===== src/hdl/ssgd_pkg.sv =====
// ============================================================================
// ssgd_pkg - shared types and constants for the scalar SGD regressor
// Command codes, register indexes, sequencer states and the request struct
// that drives the serial multiplier.
// ============================================================================
package ssgd_pkg;

  localparam int DATA_WIDTH_DEF = 32;
  localparam int FRAC_BITS_DEF  = 16;

  // Gradient sums and wide intermediates are fixed at 64 bits.
  localparam int SUM_W     = 64;
  // Sample counter width; also the divisor width.
  localparam int COUNT_W   = 32;
  // Width and fraction bits of learn_rate and the decay factors (Q0.16).
  localparam int RATE_W    = 16;
  localparam int CFG_IDX_W = 3;

  localparam logic [RATE_W-1:0] LEARN_RATE_RST = 16'd655;

  typedef enum logic [1:0] {
    CMD_PREDICT = 2'd0,
    CMD_OBSERVE = 2'd1,
    CMD_UPDATE  = 2'd2,
    CMD_RESTART = 2'd3
  } cmd_t;

  typedef enum logic [CFG_IDX_W-1:0] {
    REG_START_WEIGHT = 3'd0,
    REG_START_BIAS   = 3'd1,
    REG_LEARN_RATE   = 3'd2,
    REG_WEIGHT_DECAY = 3'd3,
    REG_BIAS_DECAY   = 3'd4,
    REG_INPUT_CLAMP  = 3'd5,
    REG_FROZEN       = 3'd6
  } cfg_reg_t;

  // Right shift applied to a finished product.
  typedef enum logic [1:0] {
    SH_FRAC    = 2'd0,
    SH_FRAC_M1 = 2'd1,
    SH_RATE    = 2'd2
  } shift_sel_t;

  typedef enum logic [4:0] {
    ST_IDLE,
    ST_DISPATCH,
    ST_MUL_WAIT,
    ST_PRED_ADD,
    ST_ERR,
    ST_DW_START,
    ST_WSUM,
    ST_DB,
    ST_BSUM,
    ST_GW,
    ST_DIVW_START,
    ST_DIV_WAIT,
    ST_STW,
    ST_WNEW,
    ST_BDEC,
    ST_GB,
    ST_DIVB_START,
    ST_STB,
    ST_BNEW,
    ST_DONE
  } state_t;

  // start: load operands and begin; short_op: multiplier is a Q0.16 factor
  // that only needs RATE_W steps.
  typedef struct packed {
    logic start;
    logic short_op;
  } mul_req_t;

endpackage


===== src/hdl/scalar_sgd_linear_regressor_core.sv =====
// ============================================================================
// scalar_sgd_linear_regressor_core - single-feature linear predictor, SGD
// Predicts x*w+b and trains w, b by batched gradient descent in signed
// fixed point with saturation, using one serial multiplier and one serial
// divider under a sequencer.
// ============================================================================
//
//  channel | handshake           | payload
//  --------+---------------------+---------------------------------------------
//  in      | in_valid / in_stall | in_command, in_sample_x, in_snap_weight,
//          |                     | in_snap_bias, in_actual_value
//  out     | out_valid/out_stall | out_predicted, out_weight_now, out_bias_now,
//          |                     | out_accepted
//  cfg     | cfg_valid/cfg_ready | cfg_index, cfg_data (cfg_ready is always 1)
//
//  Work per transfer, from input accept to result ready:
//    predict  one serial multiplier pass (1 bit/cycle)
//    observe  two multiplier passes; none when dropped
//    update   four short multiplier passes and two
//             divider passes; none when frozen or the count is zero
//    restart  no multiplier or divider pass
//  Reset is synchronous and active low; it restores model state and registers.
//  A new input is taken while an earlier result still waits on out_stall.
// ============================================================================
module scalar_sgd_linear_regressor_core #(
  parameter int DATA_WIDTH = ssgd_pkg::DATA_WIDTH_DEF,
  parameter int FRAC_BITS  = ssgd_pkg::FRAC_BITS_DEF
) (
  input  logic                              clk,
  input  logic                              rst_n,
  // input channel
  input  logic                              in_valid,
  output logic                              in_stall,
  input  logic [1:0]                        in_command,
  input  logic signed [DATA_WIDTH-1:0]      in_sample_x,
  input  logic signed [DATA_WIDTH-1:0]      in_snap_weight,
  input  logic signed [DATA_WIDTH-1:0]      in_snap_bias,
  input  logic signed [DATA_WIDTH-1:0]      in_actual_value,
  // result channel
  output logic                              out_valid,
  input  logic                              out_stall,
  output logic signed [DATA_WIDTH-1:0]      out_predicted,
  output logic signed [DATA_WIDTH-1:0]      out_weight_now,
  output logic signed [DATA_WIDTH-1:0]      out_bias_now,
  output logic                              out_accepted,
  // configuration write channel
  input  logic                              cfg_valid,
  output logic                              cfg_ready,
  input  logic [ssgd_pkg::CFG_IDX_W-1:0]    cfg_index,
  input  logic [DATA_WIDTH-1:0]             cfg_data
);

  localparam int SW    = ssgd_pkg::SUM_W;
  localparam int CW    = ssgd_pkg::COUNT_W;
  localparam int RW    = ssgd_pkg::RATE_W;
  localparam int PW    = SW + DATA_WIDTH;
  localparam int ADD_W = SW + 2;
  localparam int SUM_X = ADD_W + 1;

  // Saturation bounds, held at 64 bits.
  localparam logic signed [SW-1:0] DMAX_W = SW'({1'b0, {(DATA_WIDTH-1){1'b1}}});
  localparam logic signed [SW-1:0] DMIN_W = ~DMAX_W;
  localparam logic signed [SW-1:0] SMAX_W = {1'b0, {(SW-1){1'b1}}};
  localparam logic signed [SW-1:0] SMIN_W = ~SMAX_W;
  localparam logic signed [DATA_WIDTH-1:0] CLAMP_RST = {1'b0, {(DATA_WIDTH-1){1'b1}}};

  // --------------------------------------------------------------------------
  // Configuration registers
  // --------------------------------------------------------------------------
  logic signed [DATA_WIDTH-1:0] start_weight_r, start_bias_r, input_clamp_r;
  logic [RW-1:0]                learn_rate_r, weight_decay_r, bias_decay_r;
  logic                         frozen_r;

  assign cfg_ready = 1'b1;

  always_ff @(posedge clk) begin
    if (!rst_n) begin
      start_weight_r <= '0;
      start_bias_r   <= '0;
      learn_rate_r   <= ssgd_pkg::LEARN_RATE_RST;
      weight_decay_r <= '0;
      bias_decay_r   <= '0;
      input_clamp_r  <= CLAMP_RST;
      frozen_r       <= 1'b0;
    end else if (cfg_valid) begin
      case (cfg_index)
        ssgd_pkg::REG_START_WEIGHT: start_weight_r <= cfg_data;
        ssgd_pkg::REG_START_BIAS:   start_bias_r   <= cfg_data;
        ssgd_pkg::REG_LEARN_RATE:   learn_rate_r   <= cfg_data[RW-1:0];
        ssgd_pkg::REG_WEIGHT_DECAY: weight_decay_r <= cfg_data[RW-1:0];
        ssgd_pkg::REG_BIAS_DECAY:   bias_decay_r   <= cfg_data[RW-1:0];
        ssgd_pkg::REG_INPUT_CLAMP:  input_clamp_r  <= cfg_data;
        ssgd_pkg::REG_FROZEN:       frozen_r       <= cfg_data[0];
        default: ;  // unknown index: drop the write
      endcase
    end
  end

  // --------------------------------------------------------------------------
  // Model state, sequencer and working registers
  // --------------------------------------------------------------------------
  ssgd_pkg::state_t state_r, state_nxt, ret_r, ret_nxt;

  logic signed [DATA_WIDTH-1:0] weight_r, weight_nxt, bias_r, bias_nxt;
  logic [CW-1:0]                count_r, count_nxt;
  logic signed [SW-1:0]         wsum_r, wsum_nxt, bsum_r, bsum_nxt;
  logic                         ok_r, ok_nxt;

  // captured input transfer
  ssgd_pkg::cmd_t               cmd_r;
  logic signed [DATA_WIDTH-1:0] x_r, sw_r, sb_r, act_r;

  // scratch value and observation error
  logic signed [SW-1:0]         t_r, t_nxt;
  logic signed [DATA_WIDTH-1:0] err_r, err_nxt;

  // how to finish the product in flight
  logic                         mneg_r, mneg_nxt, mdata_r, mdata_nxt;
  ssgd_pkg::shift_sel_t         msh_r, msh_nxt;

  // result register
  logic                         out_valid_r, out_valid_nxt, out_load;
  logic signed [DATA_WIDTH-1:0] out_pred_r, out_w_r, out_b_r;
  logic                         out_ok_r;

  logic in_fire;
  assign in_stall = (state_r != ssgd_pkg::ST_IDLE);
  assign in_fire  = in_valid && !in_stall;

  // --------------------------------------------------------------------------
  // Magnitudes and signs of multiplier operands
  // --------------------------------------------------------------------------
  logic signed [DATA_WIDTH-1:0] xc;
  logic [DATA_WIDTH-1:0]        w_mag, b_mag, x_mag, xc_mag, err_mag;
  logic [SW-1:0]                t_mag;

  assign xc      = (x_r < input_clamp_r) ? x_r : input_clamp_r;
  assign w_mag   = weight_r[DATA_WIDTH-1] ? DATA_WIDTH'(-weight_r) : DATA_WIDTH'(weight_r);
  assign b_mag   = bias_r[DATA_WIDTH-1]   ? DATA_WIDTH'(-bias_r)   : DATA_WIDTH'(bias_r);
  assign x_mag   = x_r[DATA_WIDTH-1]      ? DATA_WIDTH'(-x_r)      : DATA_WIDTH'(x_r);
  assign xc_mag  = xc[DATA_WIDTH-1]       ? DATA_WIDTH'(-xc)       : DATA_WIDTH'(xc);
  assign err_mag = err_r[DATA_WIDTH-1]    ? DATA_WIDTH'(-err_r)    : DATA_WIDTH'(err_r);
  assign t_mag   = t_r[SW-1]              ? SW'(-t_r)              : SW'(t_r);

  // --------------------------------------------------------------------------
  // Serial multiplier and divider
  // --------------------------------------------------------------------------
  ssgd_pkg::mul_req_t    mul_req;
  logic                  mul_start, mul_short, mul_done;
  logic [SW-1:0]         mul_a;
  logic [DATA_WIDTH-1:0] mul_b;
  logic [PW-1:0]         mul_prod;

  logic                  div_start, div_done;
  logic [SW-1:0]         div_quot;

  assign mul_req = '{start: mul_start, short_op: mul_short};

  ssgd_mul #(
    .DATA_WIDTH(DATA_WIDTH)
  ) u_mul (
    .clk    (clk),
    .rst_n  (rst_n),
    .req    (mul_req),
    .a_mag  (mul_a),
    .b_mag  (mul_b),
    .done   (mul_done),
    .product(mul_prod)
  );

  ssgd_div u_div (
    .clk     (clk),
    .rst_n   (rst_n),
    .start   (div_start),
    .dividend(t_mag),
    .divisor (count_r),
    .done    (div_done),
    .quotient(div_quot)
  );

  // Finish a product: shift right with floor rounding, then saturate to
  // either the data range or the 64-bit range.
  logic [PW-1:0]        q_sel, q_adj, lim_pos, lim;
  logic                 rem_sel;
  logic [SW-1:0]        sat_mag;
  logic signed [SW-1:0] msat;

  always_comb begin
    case (msh_r)
      ssgd_pkg::SH_FRAC_M1: begin
        q_sel   = mul_prod >> (FRAC_BITS - 1);
        rem_sel = |mul_prod[FRAC_BITS-2:0];
      end
      ssgd_pkg::SH_RATE: begin
        q_sel   = mul_prod >> RW;
        rem_sel = |mul_prod[RW-1:0];
      end
      default: begin
        q_sel   = mul_prod >> FRAC_BITS;
        rem_sel = |mul_prod[FRAC_BITS-1:0];
      end
    endcase
    // negative results round away from zero in magnitude (floor)
    q_adj   = q_sel + PW'(mneg_r & rem_sel);
    lim_pos = mdata_r ? PW'(DMAX_W) : PW'(SMAX_W);
    lim     = lim_pos + PW'(mneg_r);
    sat_mag = (q_adj > lim) ? lim[SW-1:0] : q_adj[SW-1:0];
    msat    = mneg_r ? -$signed(sat_mag) : $signed(sat_mag);
  end

  // --------------------------------------------------------------------------
  // Shared saturating adder; operand selection follows the sequencer state
  // --------------------------------------------------------------------------
  logic signed [ADD_W-1:0] add_a, add_b, err_x;
  logic                    add_sub, add_data;
  logic signed [SUM_X-1:0] add_sum, add_hi, add_lo;
  logic signed [SW-1:0]    add_res;

  assign err_x = ADD_W'(err_r);

  always_comb begin
    add_a    = '0;
    add_b    = '0;
    add_sub  = 1'b0;
    add_data = 1'b0;
    mul_a    = SW'(w_mag);
    mul_b    = x_mag;
    mul_short = 1'b0;
    case (state_r)
      ssgd_pkg::ST_DISPATCH: begin
        if (cmd_r == ssgd_pkg::CMD_UPDATE) begin
          mul_b     = DATA_WIDTH'(weight_decay_r);
          mul_short = 1'b1;
        end
      end
      ssgd_pkg::ST_DW_START: begin
        mul_a = SW'(xc_mag);
        mul_b = err_mag;
      end
      ssgd_pkg::ST_STW, ssgd_pkg::ST_STB: begin
        mul_a     = t_mag;
        mul_b     = DATA_WIDTH'(learn_rate_r);
        mul_short = 1'b1;
      end
      ssgd_pkg::ST_BDEC: begin
        mul_a     = SW'(b_mag);
        mul_b     = DATA_WIDTH'(bias_decay_r);
        mul_short = 1'b1;
      end
      ssgd_pkg::ST_PRED_ADD: begin
        add_a    = ADD_W'(t_r);
        add_b    = ADD_W'(bias_r);
        add_data = 1'b1;
      end
      ssgd_pkg::ST_ERR: begin
        add_a    = ADD_W'(act_r);
        add_b    = ADD_W'(t_r);
        add_sub  = 1'b1;
        add_data = 1'b1;
      end
      ssgd_pkg::ST_WSUM, ssgd_pkg::ST_GW: begin
        add_a = ADD_W'(wsum_r);
        add_b = ADD_W'(t_r);
      end
      ssgd_pkg::ST_DB: begin
        add_b   = err_x <<< 1;
        add_sub = 1'b1;
      end
      ssgd_pkg::ST_BSUM, ssgd_pkg::ST_GB: begin
        add_a = ADD_W'(bsum_r);
        add_b = ADD_W'(t_r);
      end
      ssgd_pkg::ST_WNEW: begin
        add_a    = ADD_W'(weight_r);
        add_b    = ADD_W'(t_r);
        add_sub  = 1'b1;
        add_data = 1'b1;
      end
      ssgd_pkg::ST_BNEW: begin
        add_a    = ADD_W'(bias_r);
        add_b    = ADD_W'(t_r);
        add_sub  = 1'b1;
        add_data = 1'b1;
      end
      default: ;
    endcase
  end

  always_comb begin
    add_sum = add_sub ? SUM_X'(add_a) - SUM_X'(add_b) : SUM_X'(add_a) + SUM_X'(add_b);
    add_hi  = add_data ? SUM_X'(DMAX_W) : SUM_X'(SMAX_W);
    add_lo  = add_data ? SUM_X'(DMIN_W) : SUM_X'(SMIN_W);
    if (add_sum > add_hi) begin
      add_res = add_hi[SW-1:0];
    end else if (add_sum < add_lo) begin
      add_res = add_lo[SW-1:0];
    end else begin
      add_res = add_sum[SW-1:0];
    end
  end

  // --------------------------------------------------------------------------
  // Sequencer: next state and datapath controls
  // --------------------------------------------------------------------------
  logic obs_drop, upd_skip;
  assign obs_drop = frozen_r || (sw_r != weight_r) || (sb_r != bias_r);
  assign upd_skip = frozen_r || (count_r == '0);

  always_comb begin
    state_nxt  = state_r;
    ret_nxt    = ret_r;
    t_nxt      = t_r;
    err_nxt    = err_r;
    weight_nxt = weight_r;
    bias_nxt   = bias_r;
    count_nxt  = count_r;
    wsum_nxt   = wsum_r;
    bsum_nxt   = bsum_r;
    ok_nxt     = ok_r;
    mneg_nxt   = mneg_r;
    msh_nxt    = msh_r;
    mdata_nxt  = mdata_r;
    mul_start  = 1'b0;
    div_start  = 1'b0;
    out_load   = 1'b0;

    case (state_r)
      ssgd_pkg::ST_IDLE: begin
        if (in_fire) begin
          state_nxt = ssgd_pkg::ST_DISPATCH;
        end
      end

      ssgd_pkg::ST_DISPATCH: begin
        case (cmd_r)
          ssgd_pkg::CMD_PREDICT, ssgd_pkg::CMD_OBSERVE: begin
            if (cmd_r == ssgd_pkg::CMD_OBSERVE && obs_drop) begin
              // stale snapshot or frozen: drop the observation
              ok_nxt    = 1'b0;
              state_nxt = ssgd_pkg::ST_DONE;
            end else begin
              mul_start = 1'b1;
              mneg_nxt  = x_r[DATA_WIDTH-1] ^ weight_r[DATA_WIDTH-1];
              msh_nxt   = ssgd_pkg::SH_FRAC;
              mdata_nxt = 1'b1;
              ret_nxt   = ssgd_pkg::ST_PRED_ADD;
              state_nxt = ssgd_pkg::ST_MUL_WAIT;
            end
          end
          ssgd_pkg::CMD_UPDATE: begin
            if (upd_skip) begin
              ok_nxt    = 1'b0;
              state_nxt = ssgd_pkg::ST_DONE;
            end else begin
              // weight decay term
              mul_start = 1'b1;
              mneg_nxt  = weight_r[DATA_WIDTH-1];
              msh_nxt   = ssgd_pkg::SH_RATE;
              mdata_nxt = 1'b0;
              ret_nxt   = ssgd_pkg::ST_GW;
              state_nxt = ssgd_pkg::ST_MUL_WAIT;
            end
          end
          default: begin
            // restart: load start values and clear the batch
            weight_nxt = start_weight_r;
            bias_nxt   = start_bias_r;
            count_nxt  = '0;
            wsum_nxt   = '0;
            bsum_nxt   = '0;
            ok_nxt     = 1'b1;
            state_nxt  = ssgd_pkg::ST_DONE;
          end
        endcase
      end

      ssgd_pkg::ST_MUL_WAIT: begin
        if (mul_done) begin
          t_nxt     = msat;
          state_nxt = ret_r;
        end
      end

      ssgd_pkg::ST_PRED_ADD: begin
        t_nxt = add_res;
        if (cmd_r == ssgd_pkg::CMD_PREDICT) begin
          ok_nxt    = 1'b1;
          state_nxt = ssgd_pkg::ST_DONE;
        end else begin
          state_nxt = ssgd_pkg::ST_ERR;
        end
      end

      ssgd_pkg::ST_ERR: begin
        err_nxt   = add_res[DATA_WIDTH-1:0];
        state_nxt = ssgd_pkg::ST_DW_START;
      end

      ssgd_pkg::ST_DW_START: begin
        // weight gradient -2*xc*err, i.e. shift one less and negate
        mul_start = 1'b1;
        mneg_nxt  = ~(xc[DATA_WIDTH-1] ^ err_r[DATA_WIDTH-1]);
        msh_nxt   = ssgd_pkg::SH_FRAC_M1;
        mdata_nxt = 1'b0;
        ret_nxt   = ssgd_pkg::ST_WSUM;
        state_nxt = ssgd_pkg::ST_MUL_WAIT;
      end

      ssgd_pkg::ST_WSUM: begin
        wsum_nxt  = add_res;
        state_nxt = ssgd_pkg::ST_DB;
      end

      ssgd_pkg::ST_DB: begin
        t_nxt     = add_res;
        state_nxt = ssgd_pkg::ST_BSUM;
      end

      ssgd_pkg::ST_BSUM: begin
        bsum_nxt = add_res;
        if (count_r != '1) begin
          count_nxt = count_r + CW'(1);
        end
        ok_nxt    = 1'b1;
        state_nxt = ssgd_pkg::ST_DONE;
      end

      ssgd_pkg::ST_GW, ssgd_pkg::ST_GB: begin
        t_nxt     = add_res;
        state_nxt = (state_r == ssgd_pkg::ST_GW) ? ssgd_pkg::ST_DIVW_START
                                                 : ssgd_pkg::ST_DIVB_START;
      end

      ssgd_pkg::ST_DIVW_START, ssgd_pkg::ST_DIVB_START: begin
        div_start = 1'b1;
        ret_nxt   = (state_r == ssgd_pkg::ST_DIVW_START) ? ssgd_pkg::ST_STW
                                                         : ssgd_pkg::ST_STB;
        state_nxt = ssgd_pkg::ST_DIV_WAIT;
      end

      ssgd_pkg::ST_DIV_WAIT: begin
        // quotient truncates toward zero: apply the dividend's sign
        if (div_done) begin
          t_nxt     = t_r[SW-1] ? -$signed(div_quot) : $signed(div_quot);
          state_nxt = ret_r;
        end
      end

      ssgd_pkg::ST_STW, ssgd_pkg::ST_STB: begin
        mul_start = 1'b1;
        mneg_nxt  = t_r[SW-1];
        msh_nxt   = ssgd_pkg::SH_RATE;
        mdata_nxt = 1'b0;
        ret_nxt   = (state_r == ssgd_pkg::ST_STW) ? ssgd_pkg::ST_WNEW
                                                  : ssgd_pkg::ST_BNEW;
        state_nxt = ssgd_pkg::ST_MUL_WAIT;
      end

      ssgd_pkg::ST_WNEW: begin
        weight_nxt = add_res[DATA_WIDTH-1:0];
        state_nxt  = ssgd_pkg::ST_BDEC;
      end

      ssgd_pkg::ST_BDEC: begin
        // bias decay term
        mul_start = 1'b1;
        mneg_nxt  = bias_r[DATA_WIDTH-1];
        msh_nxt   = ssgd_pkg::SH_RATE;
        mdata_nxt = 1'b0;
        ret_nxt   = ssgd_pkg::ST_GB;
        state_nxt = ssgd_pkg::ST_MUL_WAIT;
      end

      ssgd_pkg::ST_BNEW: begin
        bias_nxt  = add_res[DATA_WIDTH-1:0];
        count_nxt = '0;
        wsum_nxt  = '0;
        bsum_nxt  = '0;
        ok_nxt    = 1'b1;
        state_nxt = ssgd_pkg::ST_DONE;
      end

      ssgd_pkg::ST_DONE: begin
        // hold until the result register is free or being drained
        if (!out_valid_r || !out_stall) begin
          out_load  = 1'b1;
          state_nxt = ssgd_pkg::ST_IDLE;
        end
      end

      default: begin
        state_nxt = ssgd_pkg::ST_IDLE;
      end
    endcase
  end

  always_comb begin
    if (out_load) begin
      out_valid_nxt = 1'b1;
    end else if (out_valid_r && !out_stall) begin
      out_valid_nxt = 1'b0;
    end else begin
      out_valid_nxt = out_valid_r;
    end
  end

  // control and model state
  always_ff @(posedge clk) begin
    if (!rst_n) begin
      state_r     <= ssgd_pkg::ST_IDLE;
      ret_r       <= ssgd_pkg::ST_IDLE;
      weight_r    <= '0;
      bias_r      <= '0;
      count_r     <= '0;
      wsum_r      <= '0;
      bsum_r      <= '0;
      ok_r        <= 1'b0;
      out_valid_r <= 1'b0;
    end else begin
      state_r     <= state_nxt;
      ret_r       <= ret_nxt;
      weight_r    <= weight_nxt;
      bias_r      <= bias_nxt;
      count_r     <= count_nxt;
      wsum_r      <= wsum_nxt;
      bsum_r      <= bsum_nxt;
      ok_r        <= ok_nxt;
      out_valid_r <= out_valid_nxt;
    end
  end

  // working payload
  always_ff @(posedge clk) begin
    t_r     <= t_nxt;
    err_r   <= err_nxt;
    mneg_r  <= mneg_nxt;
    msh_r   <= msh_nxt;
    mdata_r <= mdata_nxt;
  end

  // capture the input transfer
  always_ff @(posedge clk) begin
    if (in_fire) begin
      cmd_r <= ssgd_pkg::cmd_t'(in_command);
      x_r   <= in_sample_x;
      sw_r  <= in_snap_weight;
      sb_r  <= in_snap_bias;
      act_r <= in_actual_value;
    end
  end

  // result register; predicted reads zero except for predict
  always_ff @(posedge clk) begin
    if (out_load) begin
      out_pred_r <= (cmd_r == ssgd_pkg::CMD_PREDICT) ? t_r[DATA_WIDTH-1:0] : '0;
      out_w_r    <= weight_r;
      out_b_r    <= bias_r;
      out_ok_r   <= ok_r;
    end
  end

  assign out_valid      = out_valid_r;
  assign out_predicted  = out_pred_r;
  assign out_weight_now = out_w_r;
  assign out_bias_now   = out_b_r;
  assign out_accepted   = out_ok_r;

endmodule


===== src/hdl/ssgd_mul.sv =====
// ============================================================================
// ssgd_mul - bit-serial shift-add multiplier
// Unsigned magnitudes; one multiplier bit retired per cycle through a shift
// register that fills with the low product bits.
// ============================================================================
module ssgd_mul #(
  parameter int DATA_WIDTH = ssgd_pkg::DATA_WIDTH_DEF
) (
  input  logic                                   clk,
  input  logic                                   rst_n,
  input  ssgd_pkg::mul_req_t                     req,
  input  logic [ssgd_pkg::SUM_W-1:0]             a_mag,
  input  logic [DATA_WIDTH-1:0]                  b_mag,
  output logic                                   done,
  output logic [ssgd_pkg::SUM_W+DATA_WIDTH-1:0]  product
);

  localparam int CNT_W = $clog2(DATA_WIDTH + 1);
  localparam int PW    = ssgd_pkg::SUM_W + DATA_WIDTH;

  logic [ssgd_pkg::SUM_W-1:0] hi_r;
  logic [DATA_WIDTH-1:0]      lo_r;
  logic [ssgd_pkg::SUM_W-1:0] a_r;
  logic [CNT_W-1:0]           cnt_r;
  logic                       busy_r;
  logic                       done_r;
  logic                       short_r;
  logic [ssgd_pkg::SUM_W:0]   step_sum;

  assign step_sum = {1'b0, hi_r} + (lo_r[0] ? {1'b0, a_r} : '0);

  always_ff @(posedge clk) begin
    if (!rst_n) begin
      busy_r <= 1'b0;
      done_r <= 1'b0;
      cnt_r  <= '0;
    end else begin
      done_r <= 1'b0;
      if (req.start) begin
        busy_r <= 1'b1;
        cnt_r  <= req.short_op ? CNT_W'(ssgd_pkg::RATE_W) : CNT_W'(DATA_WIDTH);
      end else if (busy_r) begin
        cnt_r <= cnt_r - CNT_W'(1);
        if (cnt_r == CNT_W'(1)) begin
          busy_r <= 1'b0;
          done_r <= 1'b1;
        end
      end
    end
  end

  always_ff @(posedge clk) begin
    if (req.start) begin
      hi_r    <= '0;
      lo_r    <= b_mag;
      a_r     <= a_mag;
      short_r <= req.short_op;
    end else if (busy_r) begin
      hi_r <= step_sum[ssgd_pkg::SUM_W:1];
      lo_r <= {step_sum[0], lo_r[DATA_WIDTH-1:1]};
    end
  end

  // A short run leaves the unused multiplier bits (zero) below the product.
  assign product = short_r ? PW'({hi_r, lo_r[DATA_WIDTH-1 -: ssgd_pkg::RATE_W]})
                           : {hi_r, lo_r};
  assign done    = done_r;

endmodule


===== src/hdl/ssgd_div.sv =====
// ============================================================================
// ssgd_div - restoring divider, one quotient bit per cycle
// Divides a 64-bit magnitude by a nonzero 32-bit count.
// ============================================================================
module ssgd_div (
  input  logic                         clk,
  input  logic                         rst_n,
  input  logic                         start,
  input  logic [ssgd_pkg::SUM_W-1:0]   dividend,
  input  logic [ssgd_pkg::COUNT_W-1:0] divisor,
  output logic                         done,
  output logic [ssgd_pkg::SUM_W-1:0]   quotient
);

  localparam int CNT_W = $clog2(ssgd_pkg::SUM_W + 1);

  logic [ssgd_pkg::SUM_W-1:0]   num_r;
  logic [ssgd_pkg::COUNT_W-1:0] rem_r;
  logic [ssgd_pkg::COUNT_W-1:0] den_r;
  logic [CNT_W-1:0]             cnt_r;
  logic                         busy_r;
  logic                         done_r;
  logic [ssgd_pkg::COUNT_W:0]   trial;
  logic [ssgd_pkg::COUNT_W:0]   diff;
  logic                         fits;

  assign trial = {rem_r, num_r[ssgd_pkg::SUM_W-1]};
  assign diff  = trial - {1'b0, den_r};
  assign fits  = (trial >= {1'b0, den_r});

  always_ff @(posedge clk) begin
    if (!rst_n) begin
      busy_r <= 1'b0;
      done_r <= 1'b0;
      cnt_r  <= '0;
    end else begin
      done_r <= 1'b0;
      if (start) begin
        busy_r <= 1'b1;
        cnt_r  <= CNT_W'(ssgd_pkg::SUM_W);
      end else if (busy_r) begin
        cnt_r <= cnt_r - CNT_W'(1);
        if (cnt_r == CNT_W'(1)) begin
          busy_r <= 1'b0;
          done_r <= 1'b1;
        end
      end
    end
  end

  always_ff @(posedge clk) begin
    if (start) begin
      num_r <= dividend;
      rem_r <= '0;
      den_r <= divisor;
    end else if (busy_r) begin
      rem_r <= fits ? diff[ssgd_pkg::COUNT_W-1:0] : trial[ssgd_pkg::COUNT_W-1:0];
      num_r <= {num_r[ssgd_pkg::SUM_W-2:0], fits};
    end
  end

  assign done     = done_r;
  assign quotient = num_r;

endmodule

===== config.mk =====
export PLATFORM = sky130hd
export DESIGN_NAME = scalar_sgd_linear_regressor_core
export DESIGN_NICKNAME = d
export VERILOG_FILES = /design/src/hdl/ssgd_pkg.sv /design/src/hdl/scalar_sgd_linear_regressor_core.sv /design/src/hdl/ssgd_mul.sv /design/src/hdl/ssgd_div.sv
export SDC_FILE = /design/constraint.sdc
export NUM_CORES = 2
export LEC_CHECK = 0
export BUFFER_PORTS_ARGS = -buffer_cell sky130_fd_sc_hd__buf_2
export CAP_MARGIN = 20
export CORE_MARGIN = 3
export CORE_UTILIZATION = 30
export DETAILED_ROUTE_END_ITERATION = 12
export MAX_ROUTING_LAYER = met4
export PLACE_DENSITY_LB_ADDON = 0.05
export SLEW_MARGIN = 40
export SYNTH_ARGS = -nofsm -noshare
export SYNTH_HDL_FRONTEND = slang
export SYNTH_SLANG_ARGS = --single-unit
export TNS_END_PERCENT = 20

===== constraint.sdc =====
create_clock -name clk -period 14.65 [get_ports clk]
set_input_delay 1.465 -clock clk [delete_from_list [all_inputs] [get_ports clk]]
set_output_delay 1.465 -clock clk [all_outputs]
set_load 0.02 [all_outputs]

; After elaboration in Yosys (flattened, before gate mapping)
; Index checks and enable logic that the tools add are counted.
[word_totals]
romBits = 0
mem_count = 0
ramBits = 0
reg_bits = 1014
latchBits = 0
[classes]
shifts = 0
eq_ne = 45
muxes = 102
multipliers = 0
n_reduce_logical = 66
add_sub_neg = 17
order_cmp = 5
n_div = 0
bitwise_logic = 7
[op_table]
columns = operator, count
row1 = $mux W64, 12
row2 = $pmux W64 S3, 4
row3 = $mux W32, 14
row4 = $pmux W66 S6, 1
row5 = $pmux W66 S3, 1
row6 = $neg A64 Y64, 3
row7 = $mux W63, 3
row8 = $neg A32 Y32, 5
row9 = $pmux W32 S2, 2
row10 = $pmux W32 S4, 1
row11 = $add A96 B1 Y96, 1
row12 = $gt A96 B64 Y1, 1
row13 = $mux W96, 1
row14 = $pmux W32 S3, 1
row15 = $mux W81, 1
row16 = $pmux W5 S14, 1
row17 = $add A66 B66 Y67, 1
row18 = $gt A67 B64 Y1, 1
row19 = $lt A67 B64 Y1, 1
row20 = $mux W67, 1
row21 = $sub A66 B66 Y67, 1
row22 = $add A64 B65 Y65, 1
row23 = $add A63 B1 Y64, 1
row24 = $ne A32 B32 Y1, 2
row25 = 58 further kinds, 181

; Logic depth before layout (Yosys ltp)
[depth]
depth_word = 11
ltp_mapped = 56
depth_no_buf = 43

; By module
; From an unflattened synthesis, not the netlist that was laid out.
[hier_totals]
hier_cells = 8349
area_unflattened_um2 = 72179.2
[modules_own_cells]
columns = module, instances, seq_area_each_um2, area_per_inst_um2, cells_each
row1 = scalar_sgd_linear_regressor_core, 1, 17446.7, 53680.2, 6534
row2 = ssgd_mul, 1, 4354.2, 11162.0, 1142
row3 = ssgd_div, 1, 3703.6, 7337.0, 673

; Worst setup path before layout
; OpenSTA, ideal clock, no wires.
[synth_timing]
path_kind = register -> register
from = register msh_r[0]
to = register t_r[62], data pin
synth_period_minus_slack_ps = 12993
path_slack_ps = 1657
path_buffers = 15
required_time_ps = 14389
setup_ps = 261
t_arrival_ps = 12732
path_stages_with_launch = 53
path_cell_list = edfxtp_1 nand2b_1 clkbuf_1 buf_2 buf_2 clkbuf_1 buf_1 buf_1 buf_2 buf_1 clkbuf_1 buf_1 a21oi_1 nor3_1 ha_1 ha_1 inv_1 a2111oi_0 [... 17 more ...] or2_1 buf_6 clkbuf_1 clkbuf_1 clkbuf_1 o21ai_0 ha_1 clkbuf_1 nand3_1 or3_1 nand4b_1 nor2_1 nand2_1 mux2_2 a2111oi_2 a41oi_1 xnor2_1 a221o_1
[synth_between]
elab_chain_len = 10
word_cells_on_any_way = 11
classes_between = add/sub (2) / order compare (1) / eq/ne (1) / mux (6) / bitwise (1)
[synth_lines]
columns = element, line_no
row1 = start: declaration, scalar_sgd_linear_regressor_core.sv:119  ; ssgd_pkg::shift_sel_t msh_r, msh_nxt;
row2 = start signal: assignment, scalar_sgd_linear_regressor_core.sv:537  ; msh_r <= msh_nxt;
row3 = $eq A2 B1 Y1 *, scalar_sgd_linear_regressor_core.sv:189  ; case (msh_r)
row4 = $mux W1, --
row5 = $and A1 B1 Y1, scalar_sgd_linear_regressor_core.sv:204  ; q_adj = q_sel + PW'(mneg_r & rem_sel);
row6 = $add A96 B1 Y96 *, scalar_sgd_linear_regressor_core.sv:204
row7 = $gt A96 B64 Y1, scalar_sgd_linear_regressor_core.sv:207  ; sat_mag = (q_adj > lim) ? lim[SW-1:0] : q_adj[SW-1:0];
row8 = $mux W64 *, scalar_sgd_linear_regressor_core.sv:207
row9 = $neg A64 Y64, scalar_sgd_linear_regressor_core.sv:208  ; msat = mneg_r ? -$signed(sat_mag) : $signed(sat_mag);
row10 = $mux W64 *, scalar_sgd_linear_regressor_core.sv:208
row11 = $mux W64 *, scalar_sgd_linear_regressor_core.sv:378  ; if (mul_done) begin
row12 = $pmux W64 S3 *, scalar_sgd_linear_regressor_core.sv:327  ; case (state_r)
row13 = net t_nxt[62], scalar_sgd_linear_regressor_core.sv:114  ; logic signed [SW-1:0] t_r, t_nxt;
row14 = end signal: assignment, scalar_sgd_linear_regressor_core.sv:534  ; t_r <= t_nxt;
row15 = end: declaration, scalar_sgd_linear_regressor_core.sv:114
; The timed path passes the listed nets; every way through them passes the cells marked *. The select of a mux whose other input is x is not followed.
; A chain may end at the register's enable or synchronous reset.

; Worst setup path after layout
[layout_timing]
from = register msh_r[1]
to = register t_r[62], data pin
; Same word-level chain as after synthesis.

==> out/qor.csv <==
metric;value;unit
clock.fmax;0.07779;GHz
drive_gt1_share;10.35;%
setup_viol;0;
cp_slowest_cell;a2111oi_2;
cts_tree;built;
finalMaxSlewViolations;0;
rrSetupSlack;1790;ps
synth_edf_count;520;
cts_resized;0;
cts_buffer_depth;3;
synthCells;8221;
critPathLaunchType;register;
dr.pass1.iters;10;
total_power;22.90;mW
hold_viol_final;0;
via_count;67140;
r2r-end;t_r[62];
drc;0;
final_common_cell;nand2_1;
drv_cap;0;
clkTransAtPathRegs;60;ps
worstPathRequired;15190;ps
wl_per_cell;30.71;um
syn_nets;8734;
status;complete, no violations;
worst_ep_arrival_time;13400;ps
num-nets-final;8812;
reg2reg_from;msh_r[1];
tightest_slew;977.0;ps
routed_wl;351.8;mm
place_area;75010;um^2
htreeDepth;4;
p_per_area;287.7;nW/um^2
die_h;489.1;um
synthFlopType;edfxtp_1;
skew;53.71;ps
leakagePower;30.79;nW
endpoint_kind;register;
root_buffer;clkbuf_16;
antenna_found_initial;33;
placedCellCount;11190;
rsz0062_at_grt;no;
cts_hold_buf;0;
yosysWarnings;0;
stdcell_area;79600;um^2
design.core.area;231000;um^2
worstHoldStart;weight_decay_r[12];
grt_usage;29.40;%
seq_area_frac_synth;36.43;%
initial_utilization;30.30;%
cts_sinks;1014;
drt_iter0_drc;6938;
rows;176;
vias_per_cell;5.860;
stdcell_count;11460;
synth.avg_cell_area;8.515;um^2
ir_drop;0.3057;mV
fin_setup_tns;0;ps
io_buffer_count;268;
cts_buffers;133;
final_cell_mix;nand2_1, a21oi_1, nor2_1;
synth_area;70000;um^2
hpwl;266.9;mm
dieArea;239200;um^2
min_period;12860;ps
drtAntennaViolNets;0;
clock_latency;830;ps
worstSetupPathType;reg -> reg;
reg2reg_depth;39;
grt_first_pass_wirelength;494.2;mm
synth_seq_cells;1014;
async_reset_ff_share;0;%
crit_path_end;t_r[62];
crit_fanout;59;
min_path_type;reg -> reg;
pin_count;270;
ys_types;102;
grt-ovfl-total;0;
fillers;24130;
area.growth.synth_to_final;13.71;%
slew_headroom;34.36;%
crit_top_cell;ha_1;
final.period_utilization;87.75;%
grt_pass1_vias;64480;
gp_congestion;0.9405;
grt_max_degree;131;
fp.dieW;489.1;um
post_cts_buffers;0;
startpoint;msh_r[1];
slowest_delay;740;ps
==> sequential cells by signal, indices dropped and copies added (netlist names), 64 cells and up <==
name	count
t_r	64
wsum_r	64
u_div.quotient	64
bsum_r	64
u_mul.a_r	64
u_mul.hi_r	64
==> where the power goes <==
part           switching (mW)  internal, mW  leakage, nW  total [mW]
Sequential              0.688          3.75         8.84        4.44
Clock                    1.44          1.99         2.18        3.44
Combinational            10.5          4.49         19.8        15.0
==> layout make-up <==
class	instances	area [um^2]	share of cell area, %
multi-input cells	6418	41810	52.53
flip-flops and latches	1014	25510	32.05
well taps	3026	3786	4.757
clock buffers	185	3770	4.736
repair buffers	483	3005	3.776
inverters	249	942.2	1.184
clock inverters	60	719.4	0.9038
diodes	22	55.05	0.06916
==> worst min-delay path by stage <==
stage | endpoint | slack, ps | cells after the start
2_1_floorplan | out_weight_now[15] | 400 | 0
3_3_place_gp | bsum_r[35] | 440 | 2
3_5_place_dp | bsum_r[41] | 440 | 2
4_1_cts | weight_decay_r[12] | 450 | 2
5_1_grt | wsum_r[12] | 470 | 2
6_report | weight_decay_r[12] | 450 | 2
==> worst max-delay path: cells and delay by family (launching register included) <==
family	cells	cell delay, ps
simple gates	21	6480
xor+xnor	2	430
mux	2	550
flops	1	620
fa+ha+maj	4	1270
compound gates	7	2710
buf+inv	3	540
==> synthesized netlist by cell type, types with 131 or more instances <==
cell,count,area [um^2]
and2_1,131,819.5
a22oi_1,234,1757
ha_1,340,4254
a21oi_1,688,3443
nor2_1,638,2395
inv_1,244,915.9
xor2_1,303,2654
mux2i_1,167,1672
clkbuf_1,457,1715
dfxtp_1,494,9889
nand2_1,957,3592
edfxtp_1,520,15610
o21ai_0,495,2477
xnor2_1,306,2680
a21o_1,182,1366
nor3_1,153,765.7
nand3_1,205,1026
==> routing by layer <==
| layer | GRT usage (%) | vias to the layer above | share of wire [%] | routed length (um) |
|---|---|---|---|---|
| li1 | - | 30650 | - | - |
| met1 | 37.25 | 33150 | 43 | 150000 |
| met3 | 4.916 | 628 | 6.6 | 23050 |
| met5 | - | - | 0 | 0 |
| met2 | 45.79 | 2709 | 45 | 159800 |
| met4 | 13.51 | 0 | 5.4 | 19030 |
==> cell families (layout without fill, tap and decap cells) <==
family | after synthesis | in the layout | synth area share (%)
buffers and inverters | 789 | 977 | 4.410
adder cells (fa/ha/maj) | 343 | 343 | 6.163
flip-flops | 1014 | 1014 | 36.43
XOR/XNOR | 609 | 609 | 7.620
AND/OR/NAND/NOR | 2766 | 2766 | 18.93
AO/OA/AOI/OAI | 2494 | 2494 | 23.42
multiplexers | 205 | 205 | 3.015
other | 1 | 23 | 0.005357
==> per-stage QoR <==
| stage | utilization [%] | hold slack [ps] | setup WS [ps] |
|---|---|---|---|
| finish | 34.46 | 454.1 | 1794 |
| floorplan | - | 402.9 | 1657 |
| global placement | 32.35 | 435.9 | 1592 |
| detailed placement | 32.47 | 444.3 | 1844 |
| global route | 34.45 | 471.6 | 923.7 |
| CTS | 34.41 | 454.5 | 1760 |
No activity file was read; power rests on OpenSTA's default activity.
